<file path="config.mk">
export PLATFORM = sky130hd
export DESIGN_NAME = contiguous_block_fit_allocator
export DESIGN_NICKNAME = d
export VERILOG_FILES = /design/src/design/cbfa_pkg.sv /design/src/design/contiguous_block_fit_allocator.sv
export SDC_FILE = /design/constraint.sdc
export NUM_CORES = 1
export LEC_CHECK = 0
export BUFFER_PORTS_ARGS = -buffer_cell sky130_fd_sc_hd__buf_4
export CAP_MARGIN = 20
export CORE_MARGIN = 2
export CORE_UTILIZATION = 50
export CTS_CLUSTER_SIZE = 30
export DETAILED_ROUTE_END_ITERATION = 7
export GPL_TIMING_DRIVEN = 0
export PLACE_DENSITY_LB_ADDON = 0.08
export SYNTH_ARGS = -nofsm -noshare
export SYNTH_HDL_FRONTEND = slang
export SYNTH_SLANG_ARGS = --single-unit
</file>
<file path="constraint.sdc">
create_clock -name clk -period 13.7 [get_ports clk]
set_input_delay 2.74 -clock clk [delete_from_list [all_inputs] [get_ports clk]]
set_output_delay 2.74 -clock clk [all_outputs]
set_load 0.01 [all_outputs]
</file>
<file path="src/design/cbfa_pkg.sv">
// Package with the constants, codes and word types of the contiguous block fit allocator.
`default_nettype none
package cbfa_pkg;

	localparam int NUM_BLOCKS = 32;
	localparam int SIZE_BITS = 16;
	localparam int IDX_W = $clog2(NUM_BLOCKS);
	localparam int CNT_W = $clog2(NUM_BLOCKS + 1);

	localparam int AMOUNT_W = 16;
	localparam int LOAD_INDEX_W = 5;
	localparam int BLOCK_INDEX_W = 5;
	localparam int REMAIN_W = 16;
	localparam int CMP_W = (SIZE_BITS > AMOUNT_W) ? SIZE_BITS : AMOUNT_W;

	localparam int POLICY_W = 2;
	localparam int BLOCK_COUNT_W = 6;
	localparam int CFG_DATA_W = 6;
	localparam int CFG_INDEX_W = 1;

	localparam logic [CFG_INDEX_W-1:0] CFG_FIT_POLICY = 1'd0;
	localparam logic [CFG_INDEX_W-1:0] CFG_BLOCK_COUNT = 1'd1;

	localparam logic [POLICY_W-1:0] POLICY_FIRST = 2'd0;
	localparam logic [POLICY_W-1:0] POLICY_BEST = 2'd1;
	localparam logic [POLICY_W-1:0] POLICY_WORST = 2'd2;

	localparam logic OP_LOAD = 1'b0;
	localparam logic OP_ALLOC = 1'b1;

	localparam logic [1:0] ST_LOADED = 2'd0;
	localparam logic [1:0] ST_ALLOCATED = 2'd1;
	localparam logic [1:0] ST_NOFIT = 2'd2;

	localparam logic [BLOCK_COUNT_W-1:0] BLOCK_COUNT_RESET = 6'd32;

	typedef struct packed {
		logic                    opcode;
		logic [LOAD_INDEX_W-1:0] load_index;
		logic [AMOUNT_W-1:0]     amount;
	} req_word_t;

	typedef struct packed {
		logic [1:0]               status;
		logic [BLOCK_INDEX_W-1:0] block_index;
		logic [REMAIN_W-1:0]      remaining_size;
	} rsp_word_t;

endpackage
`default_nettype wire

</file>
<file path="src/design/contiguous_block_fit_allocator.sv">
// Top level of the contiguous block fit allocator: free size table, scan sequencer and result register.
//
// The block holds a table of free sizes, one entry per memory block, cleared to zero at reset.
// Request words arrive on req with req_valid; a word is taken when req_valid is high and
// req_stall is low. A load word writes one entry; an allocate word scans the first block_count
// entries through one shared compare unit, one entry per cycle, picks a block under the
// configured fit policy and subtracts the request from it.
// Each request word gives exactly one response word on rsp, taken when rsp_valid is high and
// rsp_stall is low. A load word passes through the load state and the result register before its
// response enters the response register, and the next word is taken once the block is idle.
// An allocate word passes through the scan, update and result states; the scan covers the first
// block_count entries, limited to 32, and first fit stops early at the first entry that fits.
// One word is worked on at a time, so req_stall is high until the result has
// entered the response register; that register lets the next word be taken while a
// response still waits. A stalled response holds its value and, once the next result is ready,
// the block waits for it to be taken. Reset clears the table, the sequencer and the valid flag
// of the response register, and sets first fit with 32 blocks. The user must write configuration
// through cfg_we, cfg_index and cfg_data only while the block is idle; the block does not enforce it.
`default_nettype none
module contiguous_block_fit_allocator
	import cbfa_pkg::*;
(
	input  wire logic                   clk,
	input  wire logic                   arst_n,
	input  wire logic                   cfg_we,
	input  wire logic [CFG_INDEX_W-1:0] cfg_index,
	input  wire logic [CFG_DATA_W-1:0]  cfg_data,
	input  wire logic                   req_valid,
	output logic                        req_stall,
	input  wire req_word_t              req,
	output logic                        rsp_valid,
	input  wire logic                   rsp_stall,
	output rsp_word_t                   rsp
);

	localparam logic [2:0] S_IDLE = 3'd0;
	localparam logic [2:0] S_LOAD = 3'd1;
	localparam logic [2:0] S_SCAN = 3'd2;
	localparam logic [2:0] S_UPDATE = 3'd3;
	localparam logic [2:0] S_RESULT = 3'd4;

	logic [2:0]               state_q;
	logic [POLICY_W-1:0]      fit_policy_q;
	logic [BLOCK_COUNT_W-1:0] block_count_q;
	logic [SIZE_BITS-1:0]     table_q [NUM_BLOCKS];

	logic                     opcode_q;
	logic [LOAD_INDEX_W-1:0]  load_index_q;
	logic [AMOUNT_W-1:0]      amount_q;
	logic [CNT_W-1:0]         scan_cnt_q;
	logic [CNT_W-1:0]         limit_q;
	logic                     found_q;
	logic [IDX_W-1:0]         pick_q;
	logic [SIZE_BITS-1:0]     pick_val_q;
	rsp_word_t                res_q;
	logic                     rsp_valid_q;
	rsp_word_t                rsp_q;

	logic [SIZE_BITS-1:0]     entry;
	logic                     fits;
	logic                     better;
	logic                     take;
	logic                     first_mode;
	logic                     load_in_range;
	logic                     tbl_we;
	logic [IDX_W-1:0]         tbl_addr;
	logic [SIZE_BITS-1:0]     tbl_wdata;
	logic [SIZE_BITS-1:0]     new_size;
	logic                     rsp_free;
	logic [CNT_W-1:0]         limit_next;

	assign req_stall = (state_q != S_IDLE);
	assign rsp_valid = rsp_valid_q;
	assign rsp = rsp_q;
	assign rsp_free = !rsp_valid_q || !rsp_stall;

	assign entry = table_q[scan_cnt_q[IDX_W-1:0]];
	assign fits = CMP_W'(entry) >= CMP_W'(amount_q);
	assign first_mode = (fit_policy_q != POLICY_BEST) && (fit_policy_q != POLICY_WORST);

	always_comb begin
		case (fit_policy_q)
			POLICY_BEST: better = entry < pick_val_q;
			POLICY_WORST: better = entry > pick_val_q;
			default: better = 1'b0;
		endcase
	end

	assign take = fits && (!found_q || better);
	assign load_in_range = 32'(load_index_q) < NUM_BLOCKS;
	assign new_size = pick_val_q - SIZE_BITS'(amount_q);
	assign limit_next = (32'(block_count_q) > NUM_BLOCKS) ? CNT_W'(NUM_BLOCKS)
		: CNT_W'(block_count_q);

	always_comb begin
		tbl_we = 1'b0;
		tbl_addr = pick_q;
		tbl_wdata = new_size;
		if (state_q == S_LOAD) begin
			tbl_we = load_in_range;
			tbl_addr = IDX_W'(load_index_q);
			tbl_wdata = SIZE_BITS'(amount_q);
		end else if (state_q == S_UPDATE) begin
			tbl_we = found_q;
		end
	end

	always_ff @(posedge clk or negedge arst_n) begin
		if (!arst_n) begin
			for (int i = 0; i < NUM_BLOCKS; i++) begin
				table_q[i] <= '0;
			end
		end else if (tbl_we) begin
			table_q[tbl_addr] <= tbl_wdata;
		end
	end

	always_ff @(posedge clk or negedge arst_n) begin
		if (!arst_n) begin
			fit_policy_q <= POLICY_FIRST;
			block_count_q <= BLOCK_COUNT_RESET;
		end else if (cfg_we) begin
			case (cfg_index)
				CFG_FIT_POLICY: fit_policy_q <= cfg_data[POLICY_W-1:0];
				CFG_BLOCK_COUNT: block_count_q <= cfg_data[BLOCK_COUNT_W-1:0];
				default: ;
			endcase
		end
	end

	always_ff @(posedge clk or negedge arst_n) begin
		if (!arst_n) begin
			state_q <= S_IDLE;
			rsp_valid_q <= 1'b0;
			found_q <= 1'b0;
			scan_cnt_q <= '0;
		end else begin
			if (state_q == S_RESULT && rsp_free) begin
				rsp_valid_q <= 1'b1;
			end else if (!rsp_stall) begin
				rsp_valid_q <= 1'b0;
			end
			case (state_q)
				S_IDLE: begin
					if (req_valid) begin
						found_q <= 1'b0;
						scan_cnt_q <= '0;
						state_q <= (req.opcode == OP_LOAD) ? S_LOAD : S_SCAN;
					end
				end
				S_LOAD: begin
					state_q <= S_RESULT;
				end
				S_SCAN: begin
					if (scan_cnt_q == limit_q) begin
						state_q <= S_UPDATE;
					end else begin
						scan_cnt_q <= scan_cnt_q + CNT_W'(1);
						if (take) begin
							found_q <= 1'b1;
							if (first_mode) begin
								state_q <= S_UPDATE;
							end
						end
					end
				end
				S_UPDATE: begin
					state_q <= S_RESULT;
				end
				S_RESULT: begin
					if (rsp_free) begin
						state_q <= S_IDLE;
					end
				end
				default: state_q <= S_IDLE;
			endcase
		end
	end

	always_ff @(posedge clk) begin
		case (state_q)
			S_IDLE: begin
				if (req_valid) begin
					opcode_q <= req.opcode;
					load_index_q <= req.load_index;
					amount_q <= req.amount;
					limit_q <= limit_next;
				end
			end
			S_LOAD: begin
				res_q.status <= ST_LOADED;
				res_q.block_index <= load_index_q;
				res_q.remaining_size <= load_in_range ? REMAIN_W'(SIZE_BITS'(amount_q)) : '0;
			end
			S_SCAN: begin
				if (scan_cnt_q != limit_q && take) begin
					pick_q <= scan_cnt_q[IDX_W-1:0];
					pick_val_q <= entry;
				end
			end
			S_UPDATE: begin
				if (found_q && opcode_q == OP_ALLOC) begin
					res_q.status <= ST_ALLOCATED;
					res_q.block_index <= BLOCK_INDEX_W'(pick_q);
					res_q.remaining_size <= REMAIN_W'(new_size);
				end else begin
					res_q.status <= ST_NOFIT;
					res_q.block_index <= '0;
					res_q.remaining_size <= '0;
				end
			end
			S_RESULT: begin
				if (rsp_free) begin
					rsp_q <= res_q;
				end
			end
			default: ;
		endcase
	end

endmodule
`default_nettype wire
</file>
# After elaboration in Yosys (flattened, before gate mapping)
# Index checks and enable logic that the tools add are counted.
[classes] n_eq_ne=17 n_reduce_logical=24 n_addsub=2 bitwise=3 n_mux=29 magnitude_cmp=7
[op_table] operator="bitwise mux 512 bit" count=1
[op_table] operator="binary-select mux 16 bit (select 5 bit)" count=1
[op_table] operator="demux 16 bit (select 5 bit)" count=1
[op_table] operator="2-to-1 mux 16 bit" count=4
[op_table] operator="one-hot mux 23 bit (2 select lines)" count=1
[op_table] operator="2-to-1 mux 23 bit" count=1
[op_table] operator=">= comparator 16 bit" count=1
[op_table] operator="> comparator 16 bit" count=1
[op_table] operator="< comparator 16 bit" count=1
[op_table] operator="subtractor 16 bit" count=1
[op_table] operator="2-to-1 mux 3 bit" count=5
[op_table] operator=">= comparator 6 bit, second input constant" count=2
[op_table] operator="2-to-1 mux 6 bit" count=2
[op_table] operator="inverter 5 -> 6 bit" count=2
[op_table] operator="one-hot mux 3 bit (4 select lines)" count=1
[op_table] operator="one-hot mux 6 bit (2 select lines)" count=1
[op_table] operator="!= test 2 bit, second input constant" count=5
[op_table] operator="AND reduction 2 bit" count=5
[op_table] operator="AND reduction 4 bit" count=2
[op_table] operator="2-to-1 mux 1 bit" count=7
[op_table] operator="adder 6 x 1 -> 6 bit, second input constant" count=1
[op_table] operator="equality test 3 x 2 -> 1 bit, second input constant" count=2
[op_table] operator="equality test 6 bit" count=1
[op_table] operator="> comparator 6 bit, second input constant" count=1
[op_table] operator="other kinds (20)" count=32
[totals] word_cells=132 reg_bits=626 in_bits=34

# Longest topological paths before layout
# Gate-level depths: netlist of the first run.
[depth] ltp_word=11 depth_mapped=13 ltp_nobuf=10

# Least setup slack after synthesis of the first run
# Ideal clock, no wire load.
[synth_timing] path_type="flip-flop to flip-flop" start="reg scan_cnt_q[0]" end="reg pick_q[0], enable pin" path_stages_with_launch=13 slack_ns=9.110 setup_ns=0.380 arrival_ns=4.210 period_less_slack_ns=4.590 cell_sequence="dfrtp_1 -> buf_2 -> buf_1 -> mux4_2 -> mux4_2 -> mux2_2 -> ha_1 -> a21o_1 -> a221o_1 -> a221oi_1 -> nand2_1 -> mux2i_1 -> o311a_1"
[synth_via] elab_chain_cells=10 word_cells_on_any_way=13 classes_between="3 x order compare; 1 x eq/ne; 4 x mux; 1 x bitwise; 4 x reduce/logical"
[synth_rtl] element="start: declaration" line="contiguous_block_fit_allocator.sv:50" source="logic [CNT_W-1:0] scan_cnt_q;"
[synth_rtl] element="start signal: assignment" line="contiguous_block_fit_allocator.sv:158" source="scan_cnt_q <= scan_cnt_q + CNT_W'(1);"
[synth_rtl] element="inverter 5 -> 6 bit (not written as such) (*)" line="contiguous_block_fit_allocator.sv:77" source="assign entry = table_q[scan_cnt_q[IDX_W-1:0]];"
[synth_rtl] element="binary-select mux 16 bit (select 5 bit) (*)" line="contiguous_block_fit_allocator.sv:77"
[synth_rtl] element="2-to-1 mux 16 bit (not written as such) (*) (2 in series)" line="contiguous_block_fit_allocator.sv:77"
[synth_rtl] element="named net entry[10]" line="contiguous_block_fit_allocator.sv:59" source="logic [SIZE_BITS-1:0] entry;"
[synth_rtl] element="> comparator 16 bit or < comparator 16 bit (tied branches)" line="contiguous_block_fit_allocator.sv:84, contiguous_block_fit_allocator.sv:83"
[synth_rtl] element="one-hot mux 1 bit (2 select lines)" line="contiguous_block_fit_allocator.sv:82" source="case (fit_policy_q)"
[synth_rtl] element="logical OR 1 bit" line="contiguous_block_fit_allocator.sv:89" source="assign take = fits && (!found_q || better);"
[synth_rtl] element="logical AND 1 bit (*)" line="contiguous_block_fit_allocator.sv:89"
[synth_rtl] element="logical AND 1 bit (*)" line="contiguous_block_fit_allocator.sv:196" source="if (scan_cnt_q != limit_q && take) begin"
[synth_rtl] element="AND reduction 2 bit (no line) (*)"
[synth_rtl] element="end signal: assignment" line="contiguous_block_fit_allocator.sv:197" source="pick_q <= scan_cnt_q[IDX_W-1:0];"
[synth_rtl] element="end: declaration" line="contiguous_block_fit_allocator.sv:53" source="logic [IDX_W-1:0] pick_q;"
# The timed path passes the listed nets; every way through them passes the cells marked *. The select of a mux whose other input is x is not followed.
# A chain may end at the register's enable or synchronous reset.

# Worst setup path in the final report of the first run
[layout_timing] start="reg scan_cnt_q[1]" end="reg pick_val_q[14], enable pin"
[layout_via] elab_chain_cells=10 word_cells_on_any_way=13 classes_between="3 x order compare; 1 x eq/ne; 4 x mux; 1 x bitwise; 4 x reduce/logical"
[layout_rtl] element="inverter 5 -> 6 bit (not written as such) (*)" line="contiguous_block_fit_allocator.sv:77"
[layout_rtl] element="binary-select mux 16 bit (select 5 bit) (*)" line="contiguous_block_fit_allocator.sv:77"
[layout_rtl] element="2-to-1 mux 16 bit (not written as such) (*) (2 in series)" line="contiguous_block_fit_allocator.sv:77"
[layout_rtl] element="named net entry[9]" line="contiguous_block_fit_allocator.sv:59"
[layout_rtl] element="> comparator 16 bit or < comparator 16 bit (tied branches)" line="contiguous_block_fit_allocator.sv:84, contiguous_block_fit_allocator.sv:83"
[layout_rtl] element="one-hot mux 1 bit (2 select lines)" line="contiguous_block_fit_allocator.sv:82"
[layout_rtl] element="logical OR 1 bit" line="contiguous_block_fit_allocator.sv:89"
[layout_rtl] element="logical AND 1 bit (*)" line="contiguous_block_fit_allocator.sv:89"
[layout_rtl] element="logical AND 1 bit (*)" line="contiguous_block_fit_allocator.sv:196"
[layout_rtl] element="AND reduction 2 bit (no line) (*)"
[layout_rtl] element="end signal: assignment" line="contiguous_block_fit_allocator.sv:198" source="pick_val_q <= entry;"
[layout_rtl] element="end: declaration" line="contiguous_block_fit_allocator.sv:54" source="logic [SIZE_BITS-1:0] pick_val_q;"
# Marks and branches as above.

==> impl_metrics.py, run 1 <==
metrics = {
    "run_status": {
        "status": "completed",
    },
    "clock_tree": {
        "cts_sinks": 626,
        "cts_setup_buffers": 0,
        "cts.htree.levels": 3,
        "hold_buffers": 0,
        "cts_tree": "done",
        "clock_path_buffers": 3,
        "cts_buffers": 70,
        "clk-insertion-delay-late_ns": 0.61,
        "clock-root-buffer": "clkbuf_16",
        "ctsResizeCount": 0,
        "clk_pin_slew_ns": 0.06,
    },
    "global_routing": {
        "antenna_found_initial": 1,
        "grt_pass1_wl_mm": 138,
        "grt_pass1_vias": 20616,
        "track_usage_pct": 31.6,
        "grt_overflow": 0,
        "grt_max_degree": 128,
    },
    "timing": {
        "finalSetupTns_ns": 0,
        "clock.fmax_mhz": 158,
        "fin_ws_ns": 7.36,
        "relSlewSlack_pct": 15.6,
        "report.final.slew_viol_count": 0,
        "setup_violations": 0,
        "skew_ns": 0.0167,
        "rsz0062_at_grt": "no",
        "fin_crit_ns": 6.34,
        "tightest_slew_ns": 1.26,
        "min_period_over_period_pct": 46.3,
        "hold_violations": 0,
    },
    "final_layout": {
        "drive_above_1_share_pct": 27.1,
        "multi_input_area_um2": 12200,
        "final_cell_mix": "530 x dfrtp_1, 294 x a21oi_1, 290 x nor2_1, 175 x mux2_2, 160 x mux4_2",
        "n_fill_cell": 4845,
        "insertedDiodeCount": 0,
        "utilization_pct": 56.9,
        "synthToLayoutAreaGrowth_pct": 13.1,
        "layout_commonest_cell": "dfrtp_1",
        "num-nets-final": 2555,
        "regArea_um2": 16100,
    },
    "power_and_ir_drop": {
        "vdd_ir_drop_max_mv": 0.118,
        "swShare_pct": 37.7,
        "p_leak_nw": 14.8,
        "internal_power_mw": 4.67,
        "powerDensity_nw_per_um2": 225,
        "seq_power_share_pct": 38.7,
        "p_clk_share_pct": 23.9,
        "combPwrFrac_pct": 37.4,
        "switching_power_mw": 2.83,
    },
    "die": {
        "std_cell_rows": 89,
        "ios": 59,
        "initial_core_util_pct": 50.3,
        "die_h_um": 247,
        "die_w_um": 247,
        "coreArea_um2": 58700,
        "die_area_um2": 61000,
    },
    "worst_hold_path": {
        "worstHoldPathCells": 0,
        "hold_start": "res_q[3]",
        "worstHoldEndpoint": "rsp[3]",
        "hold_path_class": "reg2reg",
    },
    "critical_path": {
        "required_ns": 13.91,
        "critPathArrivalTime_ns": 6.56,
        "r2r_slack_ns": 7.36,
        "cp-end-kind": "flop",
        "timing.rr.end": "pick_val_q[14]",
        "r2r_start": "scan_cnt_q[1]",
        "startpoint_type": "flop",
        "crit_type": "reg2reg",
        "cp_max_fo": 21,
        "r2r_cells": 13,
    },
    "place": {
        "post-place-ws_ns": 7.38,
        "gp_routability_congestion": 0.910,
        "portBuffers": 58,
        "dp.final_hpwl_mm": 66.5,
    },
    "logic_synthesis": {
        "synth_fp_nets": 2407,
        "synth_ff_type": "dfrtp_1",
        "ys_async_sr_fraction_pct": 84.8,
        "synth-seq-cells": 626,
        "postSynthAreaPerCell_um2": 12.7,
        "synth_cell_types": 83,
        "ys_seq_area_share_pct": 54.7,
        "synth_edf_count": 95,
        "synth_cells": 2322,
        "synth_warnings": 0,
        "syn_area_um2": 29500,
    },
    "drt": {
        "avgViaCountPerCell": 6.13,
        "dr.pass1.iters": 6,
        "drt_iter0_markers": 1945,
        "ant_nets": 0,
        "wl_per_cell_um": 28.4,
        "routed_wirelength_mm": 93.4,
        "num_vias": 20146,
        "drc": 0,
    },
    "run": {
        "maxCapViolations": 0,
    },
}
cells by family (layout without fill, tap and decap cells):
kind of cell / Yosys count / count (layout) / synth area share, %
mux: 382 / 382 / 20.8
fa+ha+maj: 51 / 51 / 2.19
xor+xnor: 22 / 22 / 0.653
buf+inv: 251 / 444 / 4.11
flops: 626 / 626 / 54.7
compound gates: 498 / 498 / 10.4
simple gates: 492 / 492 / 7.16
sequential cells by signal, indices dropped and copies added (netlist names):
register / count
amount_q: 16
block_count_q: 6
fit_policy_q: 2
found_q: 1
limit_q: 6
load_index_q: 5
opcode_q: 1
pick_q: 5
pick_val_q: 16
res_q: 23
rsp: 23
rsp_valid: 1
scan_cnt_q: 6
state_q: 3
table_q: 512
worst max-delay path by stage:
stage	from	to	slack, ns	cells after the start
global placement	arst_n	table_q[452]	4.31	1
floorplan	scan_cnt_q[0]	pick_q[0]	9.11	12
detailed placement	scan_cnt_q[1]	pick_q[1]	7.38	13
finish	scan_cnt_q[1]	pick_val_q[14]	7.36	13
global route	scan_cnt_q[1]	pick_val_q[4]	7.18	13
CTS	scan_cnt_q[1]	pick_val_q[4]	7.36	13
synthesized netlist by cell type (4+ instances only):
cell type    n  area share (%)
dfrtp_1    530              45
a21oi_1    295             5.0
nor2_1     290             3.7
mux2_2     175             6.7
mux4_2     160              12
nand2_1    117             1.5
edfxtp_1    95             9.7
o21ai_0     90             1.5
buf_2       82             1.4
inv_1       66            0.84
clkbuf_1    62            0.79
ha_1        50             2.1
mux2i_1     27            0.92
mux2_4      20             1.0
buf_1       16            0.20
xnor2_1     16            0.47
nand3_1     15            0.25
nor2b_1     15            0.32
nor3_1      13            0.22
o22ai_2     13            0.55
buf_4       11            0.28
buf_6       10            0.38
a21o_1       8            0.20
a22o_1       8            0.24
o211ai_1     8            0.20
or3_1        8            0.17
a22oi_1      6            0.15
o21a_1       6            0.15
o21ai_1      6            0.10
o22ai_4      6            0.41
xor2_1       6            0.18
nor3b_1      5            0.13
o22ai_1      5            0.11
nand4_1      4           0.085
o21bai_1     4            0.10
o22a_1       4            0.12
power groups by stage:
stage / Sequential (mW) / Combinational, mW / Clock, mW
2_1_floorplan: 2.80 / 1.73 / 0
3_3_place_gp: 2.88 / 2.65 / 0
3_5_place_dp: 2.91 / 2.75 / 0
4_1_cts: 2.89 / 2.76 / 1.81
5_1_grt: 2.96 / 2.99 / 1.90
6_report: 2.90 / 2.81 / 1.79
metal layers:
metal	share of wire [%]	GRT usage [%]	vias up	routed length, µm
met1	42	43.9	10529	39000
met2	46	48.3	771	42800
li1	-	-	8661	-
met3	7.9	6.60	185	7360
met4	4.5	13.5	0	4180
met5	0	0	-	0
worst max-delay path, cell delays in order (launching register included):
cell and delay [ns]:
dfrtp_1 0.46, clkbuf_1 0.21, clkbuf_1 0.47, buf_1 0.90
mux4_2 0.44, mux4_2 0.56, mux2_2 0.38, ha_1 0.30
and3_1 0.16, a221o_1 0.30, a221oi_1 0.56, nand2_1 0.11
mux2i_1 0.15, o311a_1 0.90
layout make-up:
class | instances | area share [%]
buffer | 185 | 2.90
clock buffer | 106 | 6.14
clock inverter | 11 | 0.240
inverter | 66 | 0.742
multi-input combinational | 1445 | 36.5
sequential | 626 | 48.4
tap | 773 | 2.90
timing repair buffer | 76 | 2.26
stage by stage:
step	std cells	power (mW)	area [µm²]	hold slack, ns
2_1_floorplan	2322	4.53	29500	0.400
3_3_place_gp	3153	5.53	30900	0.401
3_5_place_dp	3168	5.66	31200	0.406
4_1_cts	3285	7.46	33300	0.418
5_1_grt	3288	7.85	33400	0.426
6_report	3288	7.50	33400	0.418
Note: power is estimated with default switching activity, not from simulation.
==> run 2: changes to the inputs <==
Settings changed: ABC_AREA from default to 1.
Clock period 13.7 ns to 5.8 ns, I/O delays scaled along.
==> run 2 against run 1 <==
Synthesized cell count grew 49%; clock power grew to 2.5 times the previous value; worst setup slack lost 7.2 ns; first-iteration DRC count grew 110%; utilization grew 0.12 points; global-route usage grew 11 points; fmax grew 12%; critical path depth grew 5; total power grew to 3.0 times the previous value; critical path type unchanged; largest cell class unchanged.
==> impl_metrics.py, run 2 <==
metrics = {
    "clock_tree": {
        "cts_tree": "done",
        "clk-insertion-delay-late_ns": 0.64,
        "cts.htree.levels": 3,
        "cts_setup_buffers": 0,
        "cts_buffers": 71,
        "clock_path_buffers": 3,
        "cts_sinks": 626,
        "clock-root-buffer": "clkbuf_16",
        "clk_pin_slew_ns": 0.06,
    },
    "global_routing": {
        "grt_most_used_layer": "met2",
        "grt_use_met3_pct": 15.7,
        "grt_pass1_wl_mm": 183,
        "grt_use_met2_pct": 61.4,
        "grt_overflow": 0,
        "met1_usage_pct": 54.0,
        "track_usage_pct": 42.6,
        "antenna_found_initial": 6,
        "grt_max_degree": 123,
        "grt_pass1_vias": 26246,
    },
    "critical_path": {
        "startpoint_type": "flop",
        "cp_slowest_cell": "clkdlybuf4s15_1",
        "slowest_delay_ns": 0.83,
        "critPathMostFrequentCell": "nand2_1",
        "cp-end-kind": "flop",
        "required_ns": 6.07,
        "crit_type": "reg2reg",
        "path_cells": "clkbuf_1 > clkbuf_1 > clkdlybuf4s15_1 > o21ai_0 > a21boi_1 > o31ai_1 > inv_1 > ha_1 > a21oi_1 > nand2_1 > nand2_1 > nand2_1 > nand2_1 > nand3_1 > nand3_1 > nand2_1 > nand3_1 > clkinvlp_4",
        "critPathArrivalTime_ns": 5.93,
        "cp_max_fo": 11,
    },
    "place": {
        "dpl.cell_count": 4292,
        "gp_routability_congestion": 1.07,
        "post-place-ws_ns": -0.636,
        "dpl_cell_area_um2": 31100,
        "portBuffers": 58,
        "dp.final_hpwl_mm": 91.8,
    },
    "worst_hold_path": {
        "hold_path_class": "reg2reg",
    },
    "timing": {
        "skew_ns": 0.0332,
        "relSlewSlack_pct": 12.9,
        "min_period_over_period_pct": 97.6,
        "tightest_slew_ns": 1.31,
        "hold_violations": 0,
        "fin_ws_ns": 0.137,
        "rsz0062_at_grt": "no",
        "report.final.slew_viol_count": 0,
        "fin_crit_ns": 5.66,
        "clock.fmax_mhz": 177,
        "setup_violations": 0,
    },
    "final_layout": {
        "regArea_um2": 16100,
        "largest_reg_flops": 512,
        "n_fill_cell": 5387,
        "synthToLayoutAreaGrowth_pct": 13.5,
        "drive_above_1_share_pct": 8.76,
        "utilization_pct": 57.0,
        "multi_input_area_um2": 11700,
        "registers.top_by_ff_count": "table_q",
        "fin_cells": 4430,
        "post-route-cell-area_um2": 33500,
        "num-nets-final": 3680,
        "final_cell_mix": "868 x nand2_1, 565 x o21ai_0, 529 x dfrtp_1, 280 x nor2_1, 229 x nand3_1",
        "layout_commonest_cell": "nand2_1",
    },
    "drt": {
        "avgViaCountPerCell": 6.29,
        "num_vias": 27846,
        "wl_per_cell_um": 29.1,
        "drc": 0,
        "drt_iter0_markers": 4069,
        "routed_wirelength_mm": 129,
        "dr.pass1.iters": 7,
        "ant_nets": 0,
    },
    "logic_synthesis": {
        "synth_fp_nets": 3536,
        "synth_most_common_cell": "nand2_1",
        "synth_ff_type": "dfrtp_1",
        "synthTopCellsByCount": "868 x nand2_1, 566 x o21ai_0, 530 x dfrtp_1",
        "synth_top_cell_by_area": "dfrtp_1",
        "ys_seq_area_share_pct": 54.8,
        "synth_edf_count": 95,
        "ys_async_sr_fraction_pct": 84.8,
        "synth_warnings": 0,
        "synth_cells": 3451,
        "synth_area_leaders": "dfrtp_1 45%, nand2_1 11%, edfxtp_1 9.7%",
        "synth.top_cell.area_share_pct": 45.0,
        "postSynthAreaPerCell_um2": 8.54,
        "synth-seq-cells": 626,
        "synth_cell_types": 47,
        "syn_area_um2": 29500,
    },
    "die": {
        "coreArea_um2": 58700,
        "ios": 59,
        "std_cell_rows": 89,
        "die_area_um2": 60900,
        "initial_core_util_pct": 50.2,
        "die_h_um": 247,
        "die_w_um": 247,
    },
    "run": {
        "maxCapViolations": 0,
    },
    "power_and_ir_drop": {
        "p_total_mw": 22.6,
        "powerDensity_nw_per_um2": 677,
        "p_leak_nw": 15.4,
        "vdd_ir_drop_max_mv": 0.378,
    },
    "run_status": {
        "status": "completed",
    },
}
[run 2: metrics by stage]
step	hold slack, ns	TNS [ns]
floorplan	0.400	0
global placement	0.402	-1120.58
detailed placement	0.405	-13.30
CTS	0.418	0
global route	0.430	0
finish	0.416	0
[run 2: worst max-delay path, delay by kind of cell (launching register included)]
kind                     cells  cell delay, ns
adder cells (fa/ha/maj)      1            0.26
flip-flops                   1            0.59
buffers and inverters        5            2.13
AO/OA/AOI/OAI                4            1.61
AND/OR/NAND/NOR              8            0.66
[run 2: final cells by class]
class                      count  area share, %
sequential                   626           48.3
multi-input combinational   2400           34.9
clock buffer                 105           6.24
buffer                       240           2.95
tap                          773           2.89
inverter                     185           2.11
timing repair buffer          70           1.97
clock inverter                25          0.584
antenna                        5         0.0374
timing repair inverter         1         0.0224
[run 2: routing by layer]
| layer | routed length, µm | share of wire, % | vias to the layer above |
|---|---|---|---|
| li1 | - | - | 11901 |
| met1 | 47400 | 37 | 13577 |
| met2 | 54100 | 42 | 1887 |
| met3 | 17100 | 13 | 470 |
| met4 | 10000 | 7.8 | 11 |
| met5 | 176 | 0.14 | - |
[run 2: timing repair]
action,CTS,global route
setup endpoints to repair,22,21
hold buffers,0,0
pin swaps,0,1
resized for setup,5,26
cloned,0,1
[run 2: path summary, 6_finish.rpt]
check / slack (ns) / from / endpoint / depth (start not counted)
setup / recovery: 0.14 / scan_cnt_q[0] / pick_val_q[1] / 18
hold / removal: 0.42 / res_q[13] / rsp[13] / 0
setup reg to reg: 0.14 / scan_cnt_q[0] / pick_val_q[1] / 18
hold reg to reg: 0.42 / res_q[13] / rsp[13] / 0
max in group asynchronous: 3.61 / arst_n / table_q[15] / 3
min in group asynchronous: 0.55 / arst_n / table_q[407] / 1
[run 2: cell families (layout without fill, tap and decap cells)]
logic type	Yosys count	count (layout)	synth area share, %
xor+xnor	16	16	0.475
simple gates	1459	1459	20.7
other cells	0	5	0
flops	626	626	54.8
fa+ha+maj	51	51	2.19
compound gates	872	872	16.1
mux	2	2	0.0722
buf+inv	425	626	5.67
[run 2: power breakdown]
part,internal [mW],switching (mW)
clock network,2.59,1.89
registers,6.08,0.832
logic,2.56,8.67
